## src/hw/rtl/xmmct_pkg.sv

```systemverilog
// Shared types and constants for the xor-masked mex count tree.
`default_nettype none
package xmmct_pkg;

  localparam int VALUE_W = 16;
  localparam int MEX_W   = 16;

  localparam logic CMD_INSERT = 1'b0;
  localparam logic CMD_QUERY  = 1'b1;

  typedef enum logic [2:0] {
    ST_CLEAR,
    ST_IDLE,
    ST_INS_LEAF,
    ST_INS_WALK,
    ST_Q_WALK,
    ST_DONE
  } state_t;

  typedef struct packed {
    logic               cmd;
    logic [VALUE_W-1:0] value;
  } req_t;

  typedef struct packed {
    logic             valid;
    logic [MEX_W-1:0] mex;
    logic             all_present;
  } rsp_t;

endpackage
`default_nettype wire

```

## src/hw/rtl/xmmct_ctrl.sv

```systemverilog
// Tree walk sequencer: clear pass, insert climb and masked mex descent.
`default_nettype none
module xmmct_ctrl #(
  parameter int VALUE_BITS = 16
) (
  input  wire logic                  clk,
  input  wire logic                  rst_n,
  input  wire logic                  start,
  input  wire xmmct_pkg::req_t       req,
  output logic                       ready,
  output xmmct_pkg::rsp_t            rsp,
  input  wire logic                  rsp_take,
  output logic                       wr_en,
  output logic [VALUE_BITS:0]        wr_addr,
  output logic [VALUE_BITS:0]        wr_data,
  output logic                       rd_en,
  output logic [VALUE_BITS:0]        rd_addr,
  input  wire logic [VALUE_BITS:0]   rd_data
);
  import xmmct_pkg::*;

  localparam int VB = VALUE_BITS;
  localparam int LW = $clog2(VB);
  localparam int CW = (VB < VALUE_W) ? VB : VALUE_W;
  localparam logic [VB-1:0] NODE_ONE = VB'(1);

  state_t          state_r, state_nxt;
  logic [VB:0]     clr_addr_r, clr_addr_nxt;
  logic [VB:0]     node_r, node_nxt;
  logic [LW-1:0]   lvl_r, lvl_nxt;
  logic [VB-1:0]   res_r, res_nxt;
  logic            full_r, full_nxt;
  logic [VB-1:0]   mask_r, mask_nxt;
  logic [VB:0]     total_r, total_nxt;

  logic [VB-1:0]   val_in;
  logic [VB:0]     leaf_node;
  logic [VB:0]     parent_node;
  logic [VB:0]     first_child;
  logic [VB:0]     sel_node;
  logic [LW-1:0]   lvl_dec;
  logic [VB-1:0]   mask_upd;

  always_comb begin
    val_in = '0;
    val_in[CW-1:0] = req.value[CW-1:0];
  end

  assign leaf_node   = {1'b1, val_in};
  assign parent_node = {1'b0, node_r[VB:1]};
  assign mask_upd    = mask_r ^ val_in;
  assign first_child = {{(VB-1){1'b0}}, 1'b1, mask_upd[VB-1]};
  assign lvl_dec     = lvl_r - 1'b1;

  always_ff @(posedge clk) begin
    if (!rst_n) begin
      state_r    <= ST_CLEAR;
      clr_addr_r <= '0;
      mask_r     <= '0;
      total_r    <= '0;
    end else begin
      state_r    <= state_nxt;
      clr_addr_r <= clr_addr_nxt;
      mask_r     <= mask_nxt;
      total_r    <= total_nxt;
    end
  end

  always_ff @(posedge clk) begin
    node_r <= node_nxt;
    lvl_r  <= lvl_nxt;
    res_r  <= res_nxt;
    full_r <= full_nxt;
  end

  always_comb begin
    state_nxt    = state_r;
    clr_addr_nxt = clr_addr_r;
    node_nxt     = node_r;
    lvl_nxt      = lvl_r;
    res_nxt      = res_r;
    full_nxt     = full_r;
    mask_nxt     = mask_r;
    total_nxt    = total_r;
    sel_node     = node_r;
    wr_en        = 1'b0;
    wr_addr      = node_r;
    wr_data      = rd_data + 1'b1;
    rd_en        = 1'b0;
    rd_addr      = node_r;
    case (state_r)
      ST_CLEAR: begin
        wr_en        = 1'b1;
        wr_addr      = clr_addr_r;
        wr_data      = '0;
        clr_addr_nxt = clr_addr_r + 1'b1;
        if (clr_addr_r == '1) begin
          state_nxt = ST_IDLE;
        end
      end
      ST_IDLE: begin
        if (start) begin
          if (req.cmd == CMD_INSERT) begin
            rd_en     = 1'b1;
            rd_addr   = leaf_node;
            node_nxt  = leaf_node;
            state_nxt = ST_INS_LEAF;
          end else begin
            mask_nxt = mask_upd;
            res_nxt  = '0;
            if (total_r[VB]) begin
              full_nxt  = 1'b1;
              state_nxt = ST_DONE;
            end else begin
              full_nxt  = 1'b0;
              lvl_nxt   = LW'(VB - 1);
              node_nxt  = first_child;
              rd_en     = 1'b1;
              rd_addr   = first_child;
              state_nxt = ST_Q_WALK;
            end
          end
        end
      end
      ST_INS_LEAF: begin
        // leaf already set: duplicate, nothing to update
        if (rd_data != '0) begin
          state_nxt = ST_IDLE;
        end else begin
          wr_en     = 1'b1;
          total_nxt = total_r + 1'b1;
          rd_en     = 1'b1;
          rd_addr   = parent_node;
          node_nxt  = parent_node;
          state_nxt = ST_INS_WALK;
        end
      end
      ST_INS_WALK: begin
        wr_en = 1'b1;
        // root count lives in total_r, stop below it
        if (node_r[VB:1] == NODE_ONE) begin
          state_nxt = ST_IDLE;
        end else begin
          rd_en    = 1'b1;
          rd_addr  = parent_node;
          node_nxt = parent_node;
        end
      end
      ST_Q_WALK: begin
        if (rd_data == '0) begin
          state_nxt = ST_DONE;
        end else begin
          // subtree full when its count reaches 2^lvl
          if (rd_data[lvl_r]) begin
            sel_node       = node_r ^ (VB+1)'(1);
            res_nxt[lvl_r] = 1'b1;
          end
          if (lvl_r == '0) begin
            state_nxt = ST_DONE;
          end else begin
            rd_en    = 1'b1;
            rd_addr  = {sel_node[VB-1:0], mask_r[lvl_dec]};
            node_nxt = {sel_node[VB-1:0], mask_r[lvl_dec]};
            lvl_nxt  = lvl_dec;
          end
        end
      end
      ST_DONE: begin
        if (rsp_take) begin
          state_nxt = ST_IDLE;
        end
      end
      default: begin
        state_nxt = ST_IDLE;
      end
    endcase
  end

  assign ready = (state_r == ST_IDLE);

  always_comb begin
    rsp             = '0;
    rsp.valid       = (state_r == ST_DONE);
    rsp.mex[CW-1:0] = res_r[CW-1:0];
    rsp.all_present = full_r;
  end

  a_no_write_idle: assert property (@(posedge clk) disable iff (!rst_n)
    (state_r == ST_IDLE) |-> !wr_en)
    else $error("tree write while idle");

  a_full_mex_zero: assert property (@(posedge clk) disable iff (!rst_n)
    (state_r == ST_DONE && full_r) |-> (res_r == '0))
    else $error("full set reported with nonzero mex");

  a_total_bound: assert property (@(posedge clk) disable iff (!rst_n)
    total_r[VB] |-> (total_r[VB-1:0] == '0))
    else $error("set size above value space");

  a_lvl_step: assert property (@(posedge clk) disable iff (!rst_n)
    (state_r == ST_Q_WALK && $past(state_r) == ST_Q_WALK) |->
      (lvl_r == $past(lvl_r) - 1'b1))
    else $error("descent skipped a level");

endmodule
`default_nettype wire

```

## config.mk

```make
export PLATFORM = sky130hd
export DESIGN_NAME = xmmct_ctrl
export DESIGN_NICKNAME = d
export VERILOG_FILES = /design/src/hw/rtl/xmmct_pkg.sv /design/src/hw/rtl/xmmct_ctrl.sv
export SDC_FILE = /design/constraint.sdc
export NUM_CORES = 1
export LEC_CHECK = 0
export BUFFER_PORTS_ARGS = -buffer_cell sky130_fd_sc_hd__buf_4
export CELL_PAD_IN_SITES_DETAIL_PLACEMENT = 1
export CELL_PAD_IN_SITES_GLOBAL_PLACEMENT = 1
export CORE_MARGIN = 10
export CORE_UTILIZATION = 30
export CTS_BUF_LIST = sky130_fd_sc_hd__clkbuf_2
export CTS_CLUSTER_SIZE = 30
export DETAILED_ROUTE_END_ITERATION = 7
export PLACE_DENSITY_LB_ADDON = 0.1
export SYNTH_ARGS = -nofsm -noshare
export SYNTH_HDL_FRONTEND = slang
export SYNTH_SLANG_ARGS = --single-unit
```

## constraint.sdc

```tcl
create_clock -name clk -period 3.9 [get_ports clk]
set_clock_uncertainty 0.05 [all_clocks]
set_input_delay 0.585 -clock clk [delete_from_list [all_inputs] [get_ports clk]]
set_output_delay 0.585 -clock clk [all_outputs]
set_load 0.05 [all_outputs]
```

==> impl_metrics.env <==
export IMPL_outcome="finished clean"
export IMPL_setup_violations=0
export IMPL_max_stage_delay_ns=0.54
export IMPL_switchingPower_mw=1.59
export IMPL_insertion_delay_ns=0.63
export IMPL_hold_path_class="in2reg"
export IMPL_swShare_pct=48.1
export IMPL_crit_arrival_ns=3.06
export IMPL_diodes=0
export IMPL_postCtsHoldBufs=0
export IMPL_min_period_over_period_pct=94.7
export IMPL_synth_warnings=0
export IMPL_post_drt_wl_per_cell_um=19.1
export IMPL_synthCells=603
export IMPL_crit_path_start_kind="flip-flop"
export IMPL_viasPerCell=5.06
export IMPL_htree_levels=3
export IMPL_postSynth_asyncResetShare_pct=0
export IMPL_synth_area_leaders="dfxtp_1 (27%), edfxtp_1 (12%), xnor2_1 (6.3%)"
export IMPL_whs_ns=0.175
export IMPL_grt_pass1_wl_um=27700
export IMPL_drtPass1Iterations=4
export IMPL_syn_avg_cell_area_um2=8.57
export IMPL_crit_required_ns=3.26
export IMPL_vdd_drop_max_uv=229
export IMPL_yosysUniqueCellTypes=55
export IMPL_die_w_um=151
export IMPL_max_cap_violations=0
export IMPL_drc=0
export IMPL_relSlewSlack_pct=32.9
export IMPL_die_y_um=151
export IMPL_power_frac_clock_pct=15.1
export IMPL_tightest_slew_ns=1.01
export IMPL_drtIter0Drc=193
export IMPL_vias=4685
export IMPL_dpl_cell_area_mm2=0.00617
export IMPL_ys_flop_type="dfxtp_1"
export IMPL_synth_fp_nets=650
export IMPL_grt_pass1_vias=4862
export IMPL_p_int_mw=1.71
export IMPL_clockBufferDepth=2
export IMPL_stdcell_area_mm2=0.00633
export IMPL_antenna_found_initial=0
export IMPL_rows=47
export IMPL_clockRootBuffer="clkbuf_2"
export IMPL_cts_tree="done"
export IMPL_hpwl_um=13700
export IMPL_ios=110
export IMPL_initial_core_util_pct=30.9
export IMPL_place_gp_congestion=0.797
export IMPL_p_leak_nw=2.34
export IMPL_multi_input_area_mm2=0.00287
export IMPL_p_comb_share_pct=48.6
export IMPL_drt_wl_total_um=17600
export IMPL_hold_viol_final=0
export IMPL_slowest_stage="mux4_2"
export IMPL_synth_edf_count=21
export IMPL_drive_above_1_share_pct=22.7
export IMPL_numCtsBuffers=9
export IMPL_layout_nets=747
export IMPL_cp_end_kind="primary output"
export IMPL_cts_sinks=91
export IMPL_register_area_mm2=0.00203
export IMPL_synth_top_cell_by_area="dfxtp_1"
export IMPL_rsz0062_at_grt="no"
export IMPL_grt_usage_pct=15.4
export IMPL_die_area_mm2=0.0229
export IMPL_grt_max_degree=40
export IMPL_max_freq_mhz=271
export IMPL_nFillCells=2046
export IMPL_synth_seq_cells=91
export IMPL_cp_cell_sequence="buf_4 -> mux4_2 -> a22o_1 -> a221oi_2 -> xnor2_1 -> a221o_1 -> buf_4"
export IMPL_p_per_area_mw_per_mm2=521
export IMPL_cts_clk_slew_worst_paths_ns=0.28
export IMPL_overflow=0
export IMPL_layout_min_cycle_time_ns=3.69
export IMPL_power_frac_seq_pct=36.3
export IMPL_crit_top_cell="buf_4"
export IMPL_yosysSeqAreaShare_pct=39.3
export IMPL_core_area_mm2=0.0167
export IMPL_finalSetupTns_ns=0
export IMPL_synth_top_area_share_pct=27.1
export IMPL_path_class="reg2out"
export IMPL_ant_nets=0
export IMPL_final_util_pct=37.9
export IMPL_netlist_area_mm2=0.00516
export IMPL_portBuffers=109
export IMPL_areaGrowthSynthToFinish_pct=22.6
export IMPL_drv_slew=0
export IMPL_path_max_fanout=8
==> power groups by stage <==
| stage | clock (mW) | combinational [mW] | sequential [mW] |
|---|---|---|---|
| 6_report | 0.499 | 1.60 | 1.20 |
| 5_1_grt | 0.558 | 1.70 | 1.21 |
| 4_1_cts | 0.521 | 1.62 | 1.19 |
| 3_5_place_dp | 0 | 1.59 | 1.21 |
| 3_3_place_gp | 0 | 1.57 | 1.21 |
| 2_1_floorplan | 0 | 1.03 | 1.22 |
==> layer usage <==
metal / track usage (%) / part of all wire, %
met5: 0 / 0
met2: 25.2 / 47
met1: 20.0 / 47
met3: 2.77 / 4.5
met4: 5.29 / 1.8
==> worst max-delay path: cells and delay by family (launching register included) <==
family,cells,cell delay [ns]
flops,1,0.42
compound gates,3,0.95
mux,1,0.54
xor+xnor,1,0.14
buf+inv,2,0.40
==> what timing repair did <==
item,4_1_cts,5_1_grt
gates resized for setup,3,1
endpoints found under the setup margin,16,1
pin swaps,1,0
buffers inserted,3,0
==> final timing paths <==
path / start / end / slack (ns) / cells after the start
min reg2reg: clr_addr_r[16] / clr_addr_r[16] / 0.45 / 2
min: req[10] / node_r[10] / 0.18 / 3
max reg2reg: state_r[0] / lvl_r[0] / 1.17 / 5
max: lvl_r[0] / rd_addr[1] / 0.21 / 7
==> logic make-up after synthesis <==
kind of cell               Yosys count  synth area share [%]
xor gates and xnor gates            57                  9.67
AOI/OAI and AO/OA                  106                  13.3
buffers and inverters               67                  5.64
DFF                                 91                  39.3
muxes                               12                  4.53
adders and majority gates            9                  2.18
and+or+nand+nor                    261                  25.4
==> area by class of cell <==
type	instances	area share (%)
well taps	220	4.35
multi-input cells	445	45.3
repair buffers	123	14.8
flip-flops and latches	91	32.1
inverters	30	1.80
clock buffers	11	0.869
clock inverters	5	0.869
==> cell usage in the layout (no fill, tap or decap), types with 19 or more instances in the layout <==
cell,n
nor2_1,59
inv_1,29
dfxtp_1,70
xor2_1,19
and2_1,22
a21oi_1,31
o21ai_0,24
xnor2_1,37
edfxtp_1,21
buf_4,122
nand3_1,22
nand2_1,82
==> cell usage after synthesis, types with 13 or more instances <==
cell type and n:
o211ai_1 15, and2_1 22, inv_1 29, xor2_1 20, o21ai_0 24, edfxtp_1 21, nand3_1 22, clkbuf_1 19
xnor2_1 37, nand2_1 82, dfxtp_1 70, a22oi_1 14, a21oi_1 31, buf_2 14, nor4_1 13, nor2_1 59
==> flip-flops by register name, summed over array words and instances (netlist names) <==
register	cells
res_r	16
node_r	17
lvl_r	4
total_r	17
full_r	1
state_r	3
clr_addr_r	17
mask_r	16
==> stage by stage <==
stage | power (mW) | instances | setup WS (ns)
2_1_floorplan | 2.25 | 603 | 0.546
3_3_place_gp | 2.78 | 906 | 0.224
3_5_place_dp | 2.80 | 906 | 0.0523
4_1_cts | 3.34 | 925 | 0.0717
5_1_grt | 3.47 | 925 | 0.0391
6_report | 3.30 | 925 | 0.208
(Power assumes the default switching activity.)
